[config.mk]
export PLATFORM = sky130hd
export DESIGN_NAME = block_transposition_cipher_core
export DESIGN_NICKNAME = d
export VERILOG_FILES = /design/src/sv/btc_pkg.sv /design/src/sv/btc_front.sv /design/src/sv/btc_queue.sv /design/src/sv/btc_back.sv /design/src/sv/block_transposition_cipher_core.sv
export SDC_FILE = /design/constraint.sdc
export NUM_CORES = 1
export LEC_CHECK = 0
export BUFFER_PORTS_ARGS = -buffer_cell sky130_fd_sc_hd__buf_2
export CAP_MARGIN = 20
export CORE_UTILIZATION = 64
export DETAILED_ROUTE_END_ITERATION = 8
export PLACE_DENSITY_LB_ADDON = 0.15
export SETUP_SLACK_MARGIN = 0.15
export SLEW_MARGIN = 20
export SYNTH_ARGS = -nofsm -noshare
export SYNTH_HDL_FRONTEND = slang
export SYNTH_SLANG_ARGS = --single-unit
[constraint.sdc]
create_clock -name clk -period 12.94 [get_ports clk]
set_clock_uncertainty 0.05 [all_clocks]
set_input_delay 2.588 -clock clk [delete_from_list [all_inputs] [get_ports clk]]
set_output_delay 2.588 -clock clk [all_outputs]
set_load 0.02 [all_outputs]
[src/sv/btc_pkg.sv]
package btc_pkg;

  localparam int MAX_BLOCK = 16;
  localparam int AW        = $clog2(MAX_BLOCK);
  localparam int LW        = $clog2(MAX_BLOCK + 1);
  localparam int KW        = 4;

  localparam logic [7:0] CHAR_PAD = 8'h5F;
  localparam logic [7:0] CHAR_UA  = 8'h41;
  localparam logic [7:0] CHAR_UZ  = 8'h5A;
  localparam logic [7:0] CHAR_LA  = 8'h61;
  localparam logic [7:0] CHAR_LZ  = 8'h7A;

  localparam logic [1:0] REG_BLOCK_LEN = 2'd0;
  localparam logic [1:0] REG_KEY_MAP   = 2'd1;
  localparam logic [1:0] REG_DECRYPT   = 2'd2;

  // front to queue: letter write and block commit
  typedef struct packed {
    logic          we;
    logic [AW-1:0] addr;
    logic [7:0]    data;
    logic          commit;
    logic [LW-1:0] fill;
    logic          last;
  } btc_wr_t;

  // queue status seen by front and back
  typedef struct packed {
    logic          rd_valid;
    logic [LW-1:0] rd_fill;
    logic          rd_last;
    logic          wr_free;
  } btc_qstat_t;

  function automatic logic [LW-1:0] eff_len(input logic [4:0] len);
    if (len == 5'd0) begin
      return LW'(1);
    end else if (int'(len) > MAX_BLOCK) begin
      return LW'(MAX_BLOCK);
    end else begin
      return LW'(len);
    end
  endfunction

  function automatic logic [KW-1:0] key_entry(input logic [63:0] key, input logic [AW-1:0] j);
    return key[KW*j +: KW];
  endfunction

endpackage

[src/sv/btc_front.sv]
module btc_front (
  input  logic                   clk,
  input  logic                   rst,
  input  logic                   push,
  input  logic [7:0]             text_byte,
  input  logic                   end_of_message,
  input  logic [btc_pkg::LW-1:0] len,
  input  btc_pkg::btc_qstat_t    qstat,
  output logic                   full,
  output btc_pkg::btc_wr_t       wr
);

  logic [btc_pkg::LW-1:0] fill, fill_next, fill_new;
  logic                   is_lower, is_upper, letter, room, accept;
  logic [7:0]             up;

  always_comb begin
    is_lower = (text_byte >= btc_pkg::CHAR_LA) && (text_byte <= btc_pkg::CHAR_LZ);
    is_upper = (text_byte >= btc_pkg::CHAR_UA) && (text_byte <= btc_pkg::CHAR_UZ);
    letter   = is_lower || is_upper;
    up       = is_lower ? text_byte - (btc_pkg::CHAR_LA - btc_pkg::CHAR_UA) : text_byte;
    accept   = push && qstat.wr_free;
    room     = fill < btc_pkg::LW'(btc_pkg::MAX_BLOCK);
    fill_new = (letter && room) ? fill + btc_pkg::LW'(1) : fill;

    wr.we     = accept && letter && room;
    wr.addr   = fill[btc_pkg::AW-1:0];
    wr.data   = up;
    // block goes out when full (over-full if len drops) or at message end if non-empty
    wr.commit = accept && ((fill_new >= len) || (end_of_message && (fill_new != '0)));
    wr.fill   = fill_new;
    wr.last   = end_of_message;

    if (!accept) begin
      fill_next = fill;
    end else if (wr.commit) begin
      fill_next = '0;
    end else begin
      fill_next = fill_new;
    end

    full = !qstat.wr_free;
  end

  always_ff @(posedge clk) begin
    if (rst) begin
      fill <= '0;
    end else begin
      fill <= fill_next;
    end
  end

endmodule

[src/sv/btc_queue.sv]
module btc_queue (
  input  logic                   clk,
  input  logic                   rst,
  input  btc_pkg::btc_wr_t       wr,
  input  logic                   release_blk,
  input  logic [btc_pkg::AW-1:0] rd_addr,
  output btc_pkg::btc_qstat_t    qstat,
  output logic [7:0]             rd_data
);

  logic [7:0]             buffer [2][btc_pkg::MAX_BLOCK];
  logic [btc_pkg::LW-1:0] slot_fill [2];
  logic                   slot_last [2];
  logic                   wr_slot, rd_slot;
  logic [1:0]             count;

  always_ff @(posedge clk) begin
    if (wr.we) begin
      buffer[wr_slot][wr.addr] <= wr.data;
    end
    if (wr.commit) begin
      slot_fill[wr_slot] <= wr.fill;
      slot_last[wr_slot] <= wr.last;
    end
  end

  always_ff @(posedge clk) begin
    if (rst) begin
      wr_slot <= 1'b0;
      rd_slot <= 1'b0;
      count   <= 2'd0;
    end else begin
      if (wr.commit) begin
        wr_slot <= ~wr_slot;
      end
      if (release_blk) begin
        rd_slot <= ~rd_slot;
      end
      unique case ({wr.commit, release_blk})
        2'b10:   count <= count + 2'd1;
        2'b01:   count <= count - 2'd1;
        default: count <= count;
      endcase
    end
  end

  always_comb begin
    qstat.rd_valid = count != 2'd0;
    qstat.rd_fill  = slot_fill[rd_slot];
    qstat.rd_last  = slot_last[rd_slot];
    qstat.wr_free  = count != 2'd2;
    rd_data        = buffer[rd_slot][rd_addr];
  end

endmodule

[src/sv/btc_back.sv]
module btc_back (
  input  logic                   clk,
  input  logic                   rst,
  input  logic [btc_pkg::LW-1:0] len,
  input  logic [63:0]            key_map,
  input  logic                   decrypt_mode,
  input  btc_pkg::btc_qstat_t    qstat,
  input  logic [7:0]             rd_data,
  input  logic                   pop,
  output logic [btc_pkg::AW-1:0] rd_addr,
  output logic                   release_blk,
  output logic                   empty,
  output logic [7:0]             cipher_byte,
  output logic                   final_byte
);

  logic [btc_pkg::AW-1:0] pos;
  logic                   ovalid;
  logic [btc_pkg::AW-1:0] src;
  logic                   ok, last_pos, advance;
  logic [btc_pkg::KW-1:0] k;
  logic [7:0]             byte_out;

  always_comb begin
    src = '0;
    ok  = 1'b0;
    k   = btc_pkg::key_entry(key_map, pos);
    if (decrypt_mode) begin
      // inverse key: last entry in range that names this position wins
      for (int j = 0; j < btc_pkg::MAX_BLOCK; j++) begin
        if ((btc_pkg::LW'(j) < len) &&
            (btc_pkg::key_entry(key_map, btc_pkg::AW'(j)) == btc_pkg::KW'(pos))) begin
          src = btc_pkg::AW'(j);
          ok  = 1'b1;
        end
      end
    end else begin
      src = btc_pkg::AW'(k);
      ok  = btc_pkg::LW'(k) < len;
    end
    rd_addr = src;
    // unmapped positions and those past the held letters are padding
    byte_out = (ok && (btc_pkg::LW'(src) < qstat.rd_fill)) ? rd_data : btc_pkg::CHAR_PAD;

    last_pos    = (btc_pkg::LW'(pos) + btc_pkg::LW'(1)) == len;
    advance     = qstat.rd_valid && (!ovalid || pop);
    release_blk = advance && last_pos;
    empty       = !ovalid;
  end

  always_ff @(posedge clk) begin
    if (rst) begin
      ovalid <= 1'b0;
      pos    <= '0;
    end else if (advance) begin
      ovalid <= 1'b1;
      pos    <= last_pos ? '0 : pos + btc_pkg::AW'(1);
    end else if (pop) begin
      ovalid <= 1'b0;
    end
  end

  always_ff @(posedge clk) begin
    if (advance) begin
      cipher_byte <= byte_out;
      final_byte  <= qstat.rd_last && last_pos;
    end
  end

endmodule

[src/sv/block_transposition_cipher_core.sv]
// output: once a committed block is counted in the queue and the result ports are free,
//   its first byte is registered onto them, then one byte per cycle while pop keeps up
// throughput: one text byte per cycle while one of the two block slots is free; output
//   one byte per cycle while pop keeps up, and a block frees its slot with its last byte
// reset: synchronous, clears fill count, slot pointers and output valid; block_len 1,
//   key_map 0, decrypt_mode 0; block buffers are not cleared
module block_transposition_cipher_core (
  input  logic        clk,
  input  logic        rst,
  input  logic        push,
  output logic        full,
  input  logic [7:0]  text_byte,
  input  logic        end_of_message,
  output logic        empty,
  input  logic        pop,
  output logic [7:0]  cipher_byte,
  output logic        final_byte,
  input  logic        cfg_valid,
  output logic        cfg_ready,
  input  logic [1:0]  cfg_index,
  input  logic [63:0] cfg_data
);

  logic [4:0]             block_len;
  logic [63:0]            key_map;
  logic                   decrypt_mode;
  logic [btc_pkg::LW-1:0] len;
  btc_pkg::btc_wr_t       wr;
  btc_pkg::btc_qstat_t    qstat;
  logic                   release_blk;
  logic [btc_pkg::AW-1:0] rd_addr;
  logic [7:0]             rd_data;

  assign cfg_ready = 1'b1;
  assign len       = btc_pkg::eff_len(block_len);

  always_ff @(posedge clk) begin
    if (rst) begin
      block_len    <= 5'd1;
      key_map      <= '0;
      decrypt_mode <= 1'b0;
    end else if (cfg_valid && cfg_ready) begin
      unique case (cfg_index)
        btc_pkg::REG_BLOCK_LEN: block_len    <= cfg_data[4:0];
        btc_pkg::REG_KEY_MAP:   key_map      <= cfg_data;
        btc_pkg::REG_DECRYPT:   decrypt_mode <= cfg_data[0];
        default: ;
      endcase
    end
  end

  btc_front u_front (
    .clk            (clk),
    .rst            (rst),
    .push           (push),
    .text_byte      (text_byte),
    .end_of_message (end_of_message),
    .len            (len),
    .qstat          (qstat),
    .full           (full),
    .wr             (wr)
  );

  btc_queue u_queue (
    .clk         (clk),
    .rst         (rst),
    .wr          (wr),
    .release_blk (release_blk),
    .rd_addr     (rd_addr),
    .qstat       (qstat),
    .rd_data     (rd_data)
  );

  btc_back u_back (
    .clk          (clk),
    .rst          (rst),
    .len          (len),
    .key_map      (key_map),
    .decrypt_mode (decrypt_mode),
    .qstat        (qstat),
    .rd_data      (rd_data),
    .pop          (pop),
    .rd_addr      (rd_addr),
    .release_blk  (release_blk),
    .empty        (empty),
    .cipher_byte  (cipher_byte),
    .final_byte   (final_byte)
  );

  a_no_overflow : assert property (@(posedge clk) disable iff (rst)
    wr.commit |-> qstat.wr_free)
    else $error("block committed with both slots busy");

  a_release_valid : assert property (@(posedge clk) disable iff (rst)
    release_blk |-> qstat.rd_valid)
    else $error("slot released with no block queued");

  a_reset_empty : assert property (@(posedge clk)
    $past(rst) |-> empty)
    else $error("result valid right after reset");

endmodule
Word-level counts from Yosys, hierarchy flattened
Memories as Yosys holds them, arrays and structs flattened. A register that Yosys moved wholly into a read port is not among the register bits. Index checks and enable logic that the tools add are counted. Widths: inputs -> output; s select.

Output and inout bits: 12. Logic and storage cells: 175. Register bits: 93. Memories: 3. Bits in writable memories: 268.

Magnitude comparators: 28. Equal/unequal tests: 22. Shift operators: 1. Bitwise logic cells: 4. Add/sub/neg operators: 6. Multiplexer cells: 57. Reductions and logical operators: 43.

Memories: u_queue.buffer (depth 2, bits a word 128, rd ports 1, clocked after Yosys merged registers in 1, write ports 1, line btc_queue.sv:11) `logic [7:0] buffer [2][btc_pkg::MAX_BLOCK];`; u_queue.slot_fill (depth 2, bits a word 5, rd ports 1, clocked after Yosys merged registers in 1, write ports 1, line btc_queue.sv:12) `logic [btc_pkg::LW-1:0] slot_fill [2];`; u_queue.slot_last (depth 2, bits a word 1, rd ports 1, clocked after Yosys merged registers in 1, write ports 1, line btc_queue.sv:13) `logic slot_last [2];`.

Operator list (number): $mux 128 (1); $eq 4x4->1 (16); $shiftx 64x7->4 (1); $lt 4x5->1 const A (8); $mux 4 (10); $bmux 8 s4 (1); $demux 8 s4 (1); $mux 8 (4); $logic_and 1x1->1 (29); $mux 1 (29); $lt 3x5->1 const A (4); $mux 5 (4); $ge 8x7->1 const B (2); $le 8x7->1 const B (2); $mux 3 (4); $ge 5x5->1 const B (2); $lt 1x5->1 const A (2); $lt 2x5->1 const A (2); $lt 4x5->1 (2); $not 4->5 (2); $sub 8x6->8 const B (1); $reduce_and 2->1 (3); $reduce_bool 2->1 (3); $add 4x1->5 const B (1); other kinds (20) (27).

Depth between registers and ports, before layout
Gate-level depths: netlist of the first run.

Depth in word-level cells: 25. Mapped depth: 19. Gate-level depth less buffers: 19.

By module
Synthesis of the first run repeated with hierarchy kept, for this count alone.

Cell total of the unflattened synthesis: 1115. Area total of the unflattened synthesis: 16843.7 sq um.

By module, submodules not included: btc_queue (seq. area each 8147.8 sq um, instances 1, cells each 450, area an instance 10528.8 sq um); block_transposition_cipher_core (seq. area each 1401.3 sq um, instances 1, cells each 310, area an instance 3170.5 sq um); btc_back (seq. area each 370.4 sq um, instances 1, cells each 275, area an instance 2488.6 sq um); btc_front (seq. area each 100.1 sq um, instances 1, cells each 80, area an instance 655.6 sq um).

Least setup slack after synthesis of the first run
Ideal clock, no wire load.

Path kind: input to register. Start point: in text_byte[2]. End point: reg u_queue.count[1]. Path slack: 6.594 ns. Path buffers: 0. Arrival time: 6.226 ns. Stages: 17. Data required time: 12.820 ns. Setup time: 0.070 ns. Cell sequence: or4_1 > o2111ai_1 > a31oi_1 > a31oi_1 > nor2_1 > xnor2_1 > inv_1 > ha_1 > nand2b_1 > a21oi_1 > a21oi_1 > o211a_1 > o211ai_1 > and2_1 > ha_1 > or3_1 > a21oi_1.

Cells in the longest elaborated chain, start to end: 11. Elaborated cells between the ends (all ways): 18.

RTL lines: start, declared (line block_transposition_cipher_core.sv:12) `input logic [7:0] text_byte,`; $ge 8x7->1, or another cell as far along (line btc_front.sv:18) `is_lower = (text_byte >= btc_pkg::CHAR_LA) && (text_byte <= btc_pkg::CHAR_LZ);`; $logic_and 1x1->1 (on tied branches) (line btc_front.sv:18, btc_front.sv:19); $logic_or 1x1->1 (*) (line btc_front.sv:20) `letter = is_lower || is_upper;`; $logic_and 1x1->1 (*) (line btc_front.sv:24) `fill_new = (letter && room) ? fill + btc_pkg::LW'(1) : fill;`; $mux 5 (*) (line btc_front.sv:24); named net u_front.fill_new, one bit (line btc_front.sv:13) `logic [btc_pkg::LW-1:0] fill, fill_next, fill_new;`; parallel branches: the longest is 2 deep, another holds $ge 5x5->1; $logic_or 1x1->1 (*) (line btc_front.sv:30) `wr.commit = accept && ((fill_new >= len) || (end_of_message && (fill_new != '0)));`; $logic_and 1x1->1 (*) (line btc_front.sv:30); $eq 2x1->1 / $eq 2x2->1 (equally long branches) (line btc_queue.sv:39) `unique case ({wr.commit, release_blk})`; $pmux 2 s2 / $reduce_bool 2->1 (equally long branches); end signal, assigned (line btc_queue.sv:40) `2'b10: count <= count + 2'd1;`; end signal, assigned (line btc_queue.sv:41) `2'b01: count <= count - 2'd1;`; end signal, assigned (line btc_queue.sv:42) `default: count <= count;`; end, declared (line btc_queue.sv:15) `logic [1:0] count;`.

Mark *: on every way through the listed nets, which the timed path passes. A chain may end at the register's enable or synchronous reset.

Worst setup path in the final report of the first run
Start point: in text_byte[3]. End point: reg u_queue.count[1].

Same word-level chain as after synthesis.

==> results of run 1 <==
==> final timing paths <==
| kind | from | end | slack (ps) | cells past startpoint |
|---|---|---|---|---|
| setup / recovery | text_byte[3] | u_queue.count[1] | 6050 | 19 |
| hold / removal | key_map[27] | key_map[27] | 430 | 2 |
| setup reg to reg | u_back.pos[1] | u_back.cipher_byte[4] | 7570 | 15 |
| hold reg to reg | key_map[27] | key_map[27] | 430 | 2 |
==> cell families after synthesis <==
family,synth area share
flops,0.611
xor+xnor,0.0422
buf+inv,0.0332
simple gates,0.103
mux,0.110
compound gates,0.0863
fa+ha+maj,0.0130
other cells,0.000229
==> placed cells by master, fill, tap and decap left out, types with 7 or more instances in the layout <==
master and n:
edfxtp_1 277, nand2_1 181, buf_2 90, a21oi_1 88
dfxtp_1 82, mux4_2 73, nor2_1 66, xor2_1 42
inv_1 38, clkbuf_16 38, xnor2_1 37, nand2b_1 28
nand3_1 21, nor3_1 18, ha_1 17, mux2i_1 14
o211ai_1 14, a2111oi_0 13, a22oi_1 12, a32oi_1 10
buf_4 10, nand4_1 9, clkinvlp_4 9, o22ai_1 7
a211oi_1 7
==> where the power goes <==
group	switching [uW]	internal [uW]	total, uW
Sequential	62.6	1300	1360
Combinational	329	264	593
Clock	469	636	1100
==> metrics by stage <==
step           setup slack [ps]  instances
2_1_floorplan              6590       1247
3_3_place_gp               5730       1600
3_5_place_dp               5580       1600
4_1_cts                    6060       1670
5_1_grt                    5610       1670
6_report                   6050       1670
==> worst max-delay path: stages <==
cell and delay (ps):
buf_2 90, buf_4 250, or4_1 580, o2111ai_1 200
a31oi_1 140, a31oi_1 730, nor2_1 170, xnor2_1 270
inv_1 80, ha_1 290, nand2b_1 140, a21oi_1 200
a21oi_1 60, o211a_1 220, o211ai_1 280, and2_1 200
ha_1 260, or3_1 360, a21oi_1 140
==> per-layer routing <==
metal / track usage / share of wire / vias to the layer above
met4: 0.112 / 0.033 / 0
met1: 0.418 / 0.40 / 5201
met2: 0.476 / 0.48 / 569
met5: 0 / 0 / -
li1: - / - / 4790
met3: 0.0513 / 0.087 / 95
==> synthesized netlist by cell type (12+ instances only) <==
cell	n	share of area
xor2_1	42	0.022
nand2_1	181	0.041
inv_1	38	0.0087
nor2_1	67	0.015
mux4_2	73	0.10
nor3_1	18	0.0055
buf_2	17	0.0052
mux2i_1	14	0.0086
dfxtp_1	85	0.10
ha_1	17	0.013
clkbuf_1	38	0.0087
a2111oi_0	13	0.0069
a21oi_1	89	0.027
nand3_1	21	0.0064
edfxtp_1	277	0.51
nand2b_1	28	0.011
a22oi_1	12	0.0055
o211ai_1	14	0.0064
xnor2_1	37	0.020
==> sequential cells by signal, indices dropped and copies added (netlist names), 4 cells and up, named ones only <==
signal              count
block_len               5
key_map                64
u_back.cipher_byte      8
u_back.pos              4
u_front.fill            5
u_queue.buffer        256
u_queue.slot_fill      10
==> cell type report <==
type	instances	area, sq um	share of cell area
clock inverters	27	288	0.0158
flip-flops and latches	362	10000	0.550
repair buffers	100	526	0.0288
inverters	40	150	0.00823
multi-input cells	768	5850	0.321
clock buffers	43	980	0.0537
well taps	330	413	0.0226
==> parameters.txt, run 1 <==
Parameter                              Value

Layout
  Finished Cell Area ... 18,200 sq um
  Total of fill cells in the finished design ... 1,610
  Nets ... 1,407
  ANT cells ... 0
  Layout cells sized above 1 ... 0.192
  Util after Layout ... 0.724
  Area growth, synth to finish ... 11.3%

Timing
  Final critical delay including setup and external delays ... 6890 ps
  RSZ-0062 raised after global routing ... no
  Max_slew headroom ... 0.284
  Setup violators final ... 0
  Timing-limited maximum frequency ... 0.145 GHz
  Min Hold Slack ... 435 ps
  Final count of hold timing violations ... 0
  Transition at the pin with the smallest max-transition slack ... 1070 ps
  Number of pins exceeding their max-slew limit in the final report ... 0
  Total negative slack ... 0 ps
  Ratio of final minimum period to clock period ... 0.532

Setup path
  Worst setup path category ... primary input to flip-flop
  Critical path required time ... 13,350 ps
  Kind of end point of the critical path ... flip-flop
  Startpoint type of the worst setup path ... primary input
  Worst path arrival time ... 7300 ps
  Worst-path maximum fanout ... 36

Synthesis
  Number of enable flip-flop cells after synthesis ... 277
  Number of warnings printed during yosys synthesis ... 0
  Post-Synthesis Mean Instance Area ... 13.1 sq um
  Ys flop type ... edfxtp_1
  Number of distinct library cells after synthesis ... 71
  Synthesized cell area ... 16,400 sq um
  Proportion of synthesized flip-flops having asynchronous set or reset ... 0
  Post-synth net total ... 1,344
  Number of synthesized register bits ... 362
  Post-synthesis instance total ... 1,247
  Sequential share of the synthesized area ... 0.611

Floorplan
  Boundary Pins ... 92
  Row count ... 58
  Die footprint ... 26,300 sq um
  Starting Density ... 0.651
  Die Span X ... 162 um
  Floorplan Core Area ... 25,200 sq um
  Die boundary height ... 162 um

Status
  Run status ... finished clean

Route
  Drt wl/cell ... 23.0 um
  Number of search-and-repair iterations in the first detailed-routing pass ... 5
  Final wirelength ... 38,400 um
  DR vias/cell ... 6.38
  DRC violation total after the first TritonRoute iteration ... 1,188
  Antenna Nets Post-Route ... 0
  DRC ... 0
  Total via count after detailed routing ... 10,700

Clock tree
  CTS buffer count ... 38
  CTS root buf ... clkbuf_16
  Clock network latency to the later pin of the worst-skew pair ... 540 ps
  Clk pin slew, worst setup/hold paths ... 60 ps
  Hold-fix buffers, CTS ... 0
  Buffers inserted by post-CTS timing repair ... 0
  CTS tree ... yes
  Number of H-tree levels ... 2
  Clk buf depth ... 3
  Total clock sinks ... 362
  Post-cts resize count ... 0

Global routing
  Overall routing resource usage ... 0.300
  Number of global-route vias before repair ... 10,400
  Total global routing overflow ... 0
  Global-route wire length before repair ... 59,000 um
  Largest net degree at the start of global routing ... 78
  Initial antenna violation count ... 0

Placed design
  Post-place instance area ... 17,000 sq um
  IO buf count ... 90
  Post-DP HPWL ... 25,000 um
  RD Place Congestion ... 0.891

Worst hold path
  Classification of the worst-slack hold path ... flip-flop to flip-flop

Power
  Total design power ... 3060 uW
  Maximum vdd drop ... 0.000137 V
  Power density normalized to cell area ... 168 nW/um^2
  Static leakage power ... 0.00622 uW

Run
  Max-Cap Viols ... 0
Note: power is estimated with default switching activity, not from simulation.
==> run 2: changes to the inputs <==
--- a/config.mk
+++ b/config.mk
@@ -7,7 +7,7 @@
 export LEC_CHECK = 0
 export BUFFER_PORTS_ARGS = -buffer_cell sky130_fd_sc_hd__buf_2
 export CAP_MARGIN = 20
-export CORE_UTILIZATION = 64
+export CORE_UTILIZATION = 61
 export DETAILED_ROUTE_END_ITERATION = 8
 export PLACE_DENSITY_LB_ADDON = 0.15
 export SETUP_SLACK_MARGIN = 0.15
==> constraint.sdc (replaced) <==
create_clock -name clk -period 6.8 [get_ports clk]
set_clock_uncertainty 0.05 [all_clocks]
set_input_delay 1.36 -clock clk [delete_from_list [all_inputs] [get_ports clk]]
set_output_delay 1.36 -clock clk [all_outputs]
set_load 0.02 [all_outputs]
==> run 2 against run 1 <==
Compared with the run above:
- the run now ends with design-rule violations left
- worst setup slack worse by 4400 ps
- register-to-register slack worse by 5900 ps
- critical path type is now flip-flop to flip-flop
- worst hold slack better by 1.1 ps
- wire length down 1.6%
- first-iteration DRC count up 1.9%
- final cell count up 0.90%
- via count down 1.2%
- critical path depth down 3
- largest power group unchanged
- final area about the same
- combinational power up 84%
- sequential share of layout area about the same
- global-route usage down 1.7 points
==> parameters.txt, run 2 (same netlist as run 1, synthesis figures left out) <==
Parameter                              Value

Setup path
  Reg2reg start ... u_back.pos[1]
  Worst setup slack for register-to-register paths ... 1640 ps
  Count of buffering cells on the critical path with inverters included ... 2
  Series of cell instances along the critical path ... buf_4, xor2_1, a2111oi_0, nand3_1, and4_1, o21ai_2, nand2_1, inv_1, ha_1, a21o_1, a21oi_1, o2bb2ai_1, a2111oi_2, nand2_1, o22ai_1, a211oi_1
  Worst path arrival time ... 5370 ps
  Worst-path maximum fanout ... 26
  Startpoint type of the worst setup path ... flip-flop
  Critical path required time ... 7010 ps
  Kind of end point of the critical path ... flip-flop
  Top delay family on crit path ... compound AO/OA/AOI/OAI gates
  Top cell by count, worst path ... nand2_1
  Worst setup path category ... flip-flop to flip-flop
  Largest stage delay on the critical path ... 790 ps
  Master of the slowest instance on the critical path ... dfxtp_2
  Number of cells on the worst reg-to-reg path ... 16
  Reg-to-Reg End ... u_back.cipher_byte[3]

Global routing
  Initial antenna violation count ... 0
  Global-route wire length before repair ... 59,000 um
  Largest net degree at the start of global routing ... 78
  Number of global-route vias before repair ... 10,400
  Total global routing overflow ... 0
  Overall routing resource usage ... 0.282

Status
  Run status ... finished, violations left
  Violated checks ... design-rule violations

Placed design
  Post-DP HPWL ... 25,000 um
  IO buf count ... 90
  Post-place instance area ... 17,000 sq um
  Post-place setup slack ... 1260 ps
  Count of placed standard cells including taps ... 1,615
  RD Place Congestion ... 0.871

Power
  Internal cell power ... 4120 uW
  Static leakage power ... 0.00625 uW
  Maximum vdd drop ... 0.000301 V
  Fraction of power consumed by the clock network ... 0.348
  Power density normalized to cell area ... 312 nW/um^2
  Switching portion of total power ... 0.274
  Switching power total ... 1560 uW
  Portion of total power attributed to sequential cells ... 0.459
  Combinational share of power ... 0.193

Timing
  Transition at the pin with the smallest max-transition slack ... 1060 ps
  Timing-limited maximum frequency ... 0.194 GHz
  Final WS setup ... 1640 ps
  Max_slew headroom ... 0.294
  Final count of hold timing violations ... 0
  Final critical delay including setup and external delays ... 5160 ps
  Setup violators final ... 0
  Ratio of final minimum period to clock period ... 0.759
  Total negative slack ... 0 ps
  RSZ-0062 raised after global routing ... no
  Number of pins exceeding their max-slew limit in the final report ... 0

Layout
  Commonest cells after routing, fill and taps aside ... edfxtp_1 (277), nand2_1 (180), buf_2 (91), a21oi_1 (88), dfxtp_1 (82)
  Area growth, synth to finish ... 11.3%
  Layout cells sized above 1 ... 0.192
  Finished Cell Area ... 18,200 sq um
  ANT cells ... 0
  Nets ... 1,418
  Register containing the most flip-flops in the final layout ... u_queue.buffer
  Largest registers in the final layout ... u_queue.buffer x256, key_map x64, u_queue.slot_fill x10
  Number of flip-flops under the largest register name ... 256
  Commonest non-fill, non-tap cell in the layout ... edfxtp_1
  Count of non-filler cells in the finished layout ... 1,685

Route
  Antenna Nets Post-Route ... 0
  Final wirelength ... 37,700 um
  DRC violation total after the first TritonRoute iteration ... 1,211
  Drt wl/cell ... 22.4 um
  Total via count after detailed routing ... 10,500
  Number of search-and-repair iterations in the first detailed-routing pass ... 9
  DRC ... 5
  DR vias/cell ... 6.25

Clock tree
  Buffers inserted by post-CTS timing repair ... 0
  Hold-fix buffers, CTS ... 0
  Post-cts resize count ... 0
  CTS tree ... yes
  Clock network latency to the later pin of the worst-skew pair ... 530 ps
  Clk pin slew, worst setup/hold paths ... 60 ps
  Number of H-tree levels ... 2
  Total clock sinks ... 362
  CTS root buf ... clkbuf_16
  Clk buf depth ... 3
  CTS buffer count ... 38

Floorplan
  Floorplan Core Area ... 26,200 sq um
  Die Span X ... 166 um
  Die boundary height ... 166 um
  Boundary Pins ... 92
  Die footprint ... 27,500 sq um
  Row count ... 59
  Starting Density ... 0.625

Worst hold path
  Classification of the worst-slack hold path ... flip-flop to flip-flop
  Hold Path End ... key_map[34]
  Hold Crit Depth ... 2
  Hold path startpoint ... key_map[34]

Run
  Max-Cap Viols ... 0
[run 2: cell count changes in the layout (fill, tap and decap cells not counted), sizes merged]
cell      change
buf          +11
clkinv        +7
inv           -4
clkinvlp      -6
clkbuf        +3
bufinv        -1
[run 2: worst min-delay path, delay by kind of cell (launching register included)]
kind / cells / cell delay (ps)
AND/OR/NAND/NOR: 1 / 60
flip-flops: 1 / 330
AO/OA/AOI/OAI: 1 / 50
[run 2: final cells by class]
type / count / area (sq um)
Clock buffer: 46 / 981
Clock inverter: 23 / 204
Fill cell: 1823 / 7970
Inverter: 40 / 150
Multi-Input combinational cell: 768 / 5850
Sequential cell: 362 / 10000
Tap cell: 335 / 419
Timing Repair Buffer: 111 / 606
[run 2: power by group through the flow]
stage / Combinational, uW / Clock (uW) / Sequential [uW]
floorplan: 859 / 0 / 2570
global placement: 1070 / 0 / 2660
detailed placement: 1080 / 0 / 2660
CTS: 1090 / 2000 / 2610
global route: 1180 / 2080 / 2630
finish: 1090 / 1980 / 2610
[run 2: how the worst max path moves through the flow]
stage                     depth (start not counted)          start                    end  slack [ps]
after global placement                           19   text_byte[3]       u_queue.count[1]        1380
after global routing                             16  u_back.pos[1]  u_back.cipher_byte[3]        1270
after floorplan                                  17   text_byte[2]       u_queue.count[1]        1680
after CTS                                        14  u_back.pos[0]  u_back.cipher_byte[3]        1730
after detailed placement                         19   text_byte[3]       u_queue.count[1]        1260
final                                            16  u_back.pos[1]  u_back.cipher_byte[3]        1640
[run 2: routing by layer]
metal	part of all wire	vias up	global-route usage	wire length (um)
met5	0	-	0	0
met4	0.020	0	0.0796	740
met3	0.095	54	0.0505	3580
met2	0.45	466	0.428	17100
met1	0.43	5196	0.423	16400
li1	-	4810	-	-
[run 2: per-stage QoR]
step / hold WS [ps] / utilization / power, uW
after detailed placement: 424 / 0.650 / 3740
after CTS: 434 / 0.695 / 5700
after floorplan: 408 / - / 3430
final: 436 / 0.696 / 5680
after global placement: 420 / 0.650 / 3730
after global routing: 449 / 0.696 / 5890
==> run 3: changes to the inputs <==
--- a/config.mk
+++ b/config.mk
@@ -7,7 +7,7 @@
 export LEC_CHECK = 0
 export BUFFER_PORTS_ARGS = -buffer_cell sky130_fd_sc_hd__buf_2
 export CAP_MARGIN = 20
-export CORE_UTILIZATION = 61
+export CORE_UTILIZATION = 55
 export DETAILED_ROUTE_END_ITERATION = 8
 export PLACE_DENSITY_LB_ADDON = 0.15
 export SETUP_SLACK_MARGIN = 0.15
==> constraint.sdc (replaced) <==
create_clock -name clk -period 4.3 [get_ports clk]
set_clock_uncertainty 0.05 [all_clocks]
set_input_delay 0.86 -clock clk [delete_from_list [all_inputs] [get_ports clk]]
set_output_delay 0.86 -clock clk [all_outputs]
set_load 0.02 [all_outputs]
==> run 3 against run 2 <==
Compared with the run above:
- the flow now finishes without violations
- via count increased by 3.6%
- combinational power increased by 79%
- core utilization decreased by 3.6 points
- non-clock buffer count increased by 91
- critical path depth decreased by 2
- fmax increased by 25%
- sequential share of layout area decreased by 2.6 points
- sequential power increased by 57%
- wire length increased by 4.2%
- sequential cell count unchanged
- critical endpoint unchanged
- largest cell class unchanged
- largest power group unchanged
==> parameters.txt, run 3 (same netlist as run 1, synthesis figures left out) <==
Parameter                              Value

Route
  Total via count after detailed routing ... 10,900
  DRC violation total after the first TritonRoute iteration ... 1,081
  Number of search-and-repair iterations in the first detailed-routing pass ... 7
  Antenna Nets Post-Route ... 0
  DRC ... 0
  DR vias/cell ... 5.99
  Drt wl/cell ... 21.6 um
  Final wirelength ... 39,300 um

Setup path
  Largest stage delay on the critical path ... 550 ps
  Number of stages on the worst setup path ... 14
  Number of cells on the worst reg-to-reg path ... 14
  Worst-path maximum fanout ... 5
  Top cell by count, worst path ... mux4_2
  Kind of end point of the critical path ... flip-flop
  Count of buffering cells on the critical path with inverters included ... 2
  Top delay family on crit path ... compound AO/OA/AOI/OAI gates
  Critical path required time ... 4520 ps
  Worst setup path category ... flip-flop to flip-flop
  Startpoint type of the worst setup path ... flip-flop
  Worst path arrival time ... 4340 ps
  Master of the slowest instance on the critical path ... mux4_2
  Series of cell instances along the critical path ... buf_4, mux4_2, mux4_2, or2_4, nand2_2, inv_1, ha_1, a21o_1, a21oi_2, o2bb2ai_2, a2111o_1, a211o_1, o22ai_1, a211oi_1

Layout
  Commonest cells after routing, fill and taps aside ... edfxtp_1 (277), nand2_1 (179), buf_4 (106), buf_2 (90), a21oi_1 (85)
  Nets ... 1,509
  Number of flip-flops under the largest register name ... 256
  Area growth, synth to finish ... 16.8%
  Count of non-filler cells in the finished layout ... 1,822
  Layout cells sized above 1 ... 0.255
  Register containing the most flip-flops in the final layout ... u_queue.buffer
  Finished Cell Area ... 19,100 sq um
  Util after Layout ... 0.660
  Commonest non-fill, non-tap cell in the layout ... edfxtp_1
  Largest registers in the final layout ... u_queue.buffer x256, key_map x64, u_queue.slot_fill x10

Placed design
  RD Place Congestion ... 0.903
  IO buf count ... 90
  Count of placed standard cells including taps ... 1,742
  Post-DP HPWL ... 26,500 um
  Post-place instance area ... 17,800 sq um

Floorplan
  Row count ... 62
  Die boundary height ... 175 um
  Starting Density ... 0.565
  Floorplan Core Area ... 29,000 sq um
  Die footprint ... 30,500 sq um
  Boundary Pins ... 92
  Die Span X ... 175 um

Clock tree
  CTS buffer count ... 38
  CTS tree ... yes
  Clock network latency to the later pin of the worst-skew pair ... 530 ps
  Clk pin slew, worst setup/hold paths ... 60 ps
  Total clock sinks ... 362
  Number of H-tree levels ... 2
  Clk buf depth ... 3
  CTS root buf ... clkbuf_16
  Hold-fix buffers, CTS ... 0

Timing
  Final count of hold timing violations ... 0
  Ratio of final minimum period to clock period ... 0.958
  Min Hold Slack ... 431 ps
  RSZ-0062 raised after global routing ... no
  Max_slew headroom ... 0.298
  Final critical delay including setup and external delays ... 4120 ps
  Transition at the pin with the smallest max-transition slack ... 1050 ps
  Timing-limited maximum frequency ... 0.243 GHz
  Total negative slack ... 0 ps
  Number of pins exceeding their max-slew limit in the final report ... 0
  Setup violators final ... 0

Power
  Power density normalized to cell area ... 473 nW/um^2
  Static leakage power ... 0.00675 uW
  Maximum vdd drop ... 0.000340 V

Global routing
  Number of global-route vias before repair ... 10,700
  Largest net degree at the start of global routing ... 65
  Total global routing overflow ... 0
  Overall routing resource usage ... 0.263
  Initial antenna violation count ... 2
  Global-route wire length before repair ... 61,000 um

Worst hold path
  Classification of the worst-slack hold path ... flip-flop to flip-flop
  Hold Crit Depth ... 2

Status
  Run status ... finished clean

Run
  Max-Cap Viols ... 0
## run 3: area by class of cell
cell class,count,area [sq um]
fill,2144,9860
timing repair buffer,202,1370
sequential,362,10000
clock inverter,12,78.8
tap,384,480
multi-input combinational,768,5990
inverter,40,150
clock buffer,53,1050
antenna,1,2.50
## run 3: repair_timing
action / 4_1_cts / 5_1_grt
endpoints found under the setup margin: 8 / 8
buffers inserted: 0 / 14
resized for setup: 3 / 18
pin swaps: 0 / 5
## run 3: final timing paths
check | startpoint | endpoint | slack [ps]
setup / recovery | u_back.pos[0] | u_back.cipher_byte[3] | 180
hold reg to reg | key_map[34] | key_map[34] | 430
hold / removal | key_map[34] | key_map[34] | 430
setup reg to reg | u_back.pos[0] | u_back.cipher_byte[3] | 180
## run 3: through the flow
step	setup WS [ps]	total power, uW
after global routing	80.2	9410
after detailed placement	-160	6030
final	182	9060
after global placement	-93.7	6000
after CTS	177	9030
after floorplan	-10.2	5450
## run 3: routing by layer
layer,vias up,track usage,wire [um]
li1,5000,-,-
met1,5404,0.394,17400
met2,442,0.395,17500
met3,60,0.0540,3580
met4,0,0.0703,877
met5,-,0,0
## run 3: power breakdown
part           internal (uW)  switching (uW)
sequential              3910             186
combinational            934            1020
clock                   1710            1300
total                   6550            2500
## run 3: worst register-to-register path, cell delays in order, from the launching register on
cell and delay, ps:
dfxtp_4 380, buf_4 120, mux4_2 550, mux4_2 540, or2_4 260, nand2_2 80, inv_1 70, ha_1 290
a21o_1 180, a21oi_2 160, o2bb2ai_2 100, a2111o_1 500, a211o_1 310, o22ai_1 200, a211oi_1 110
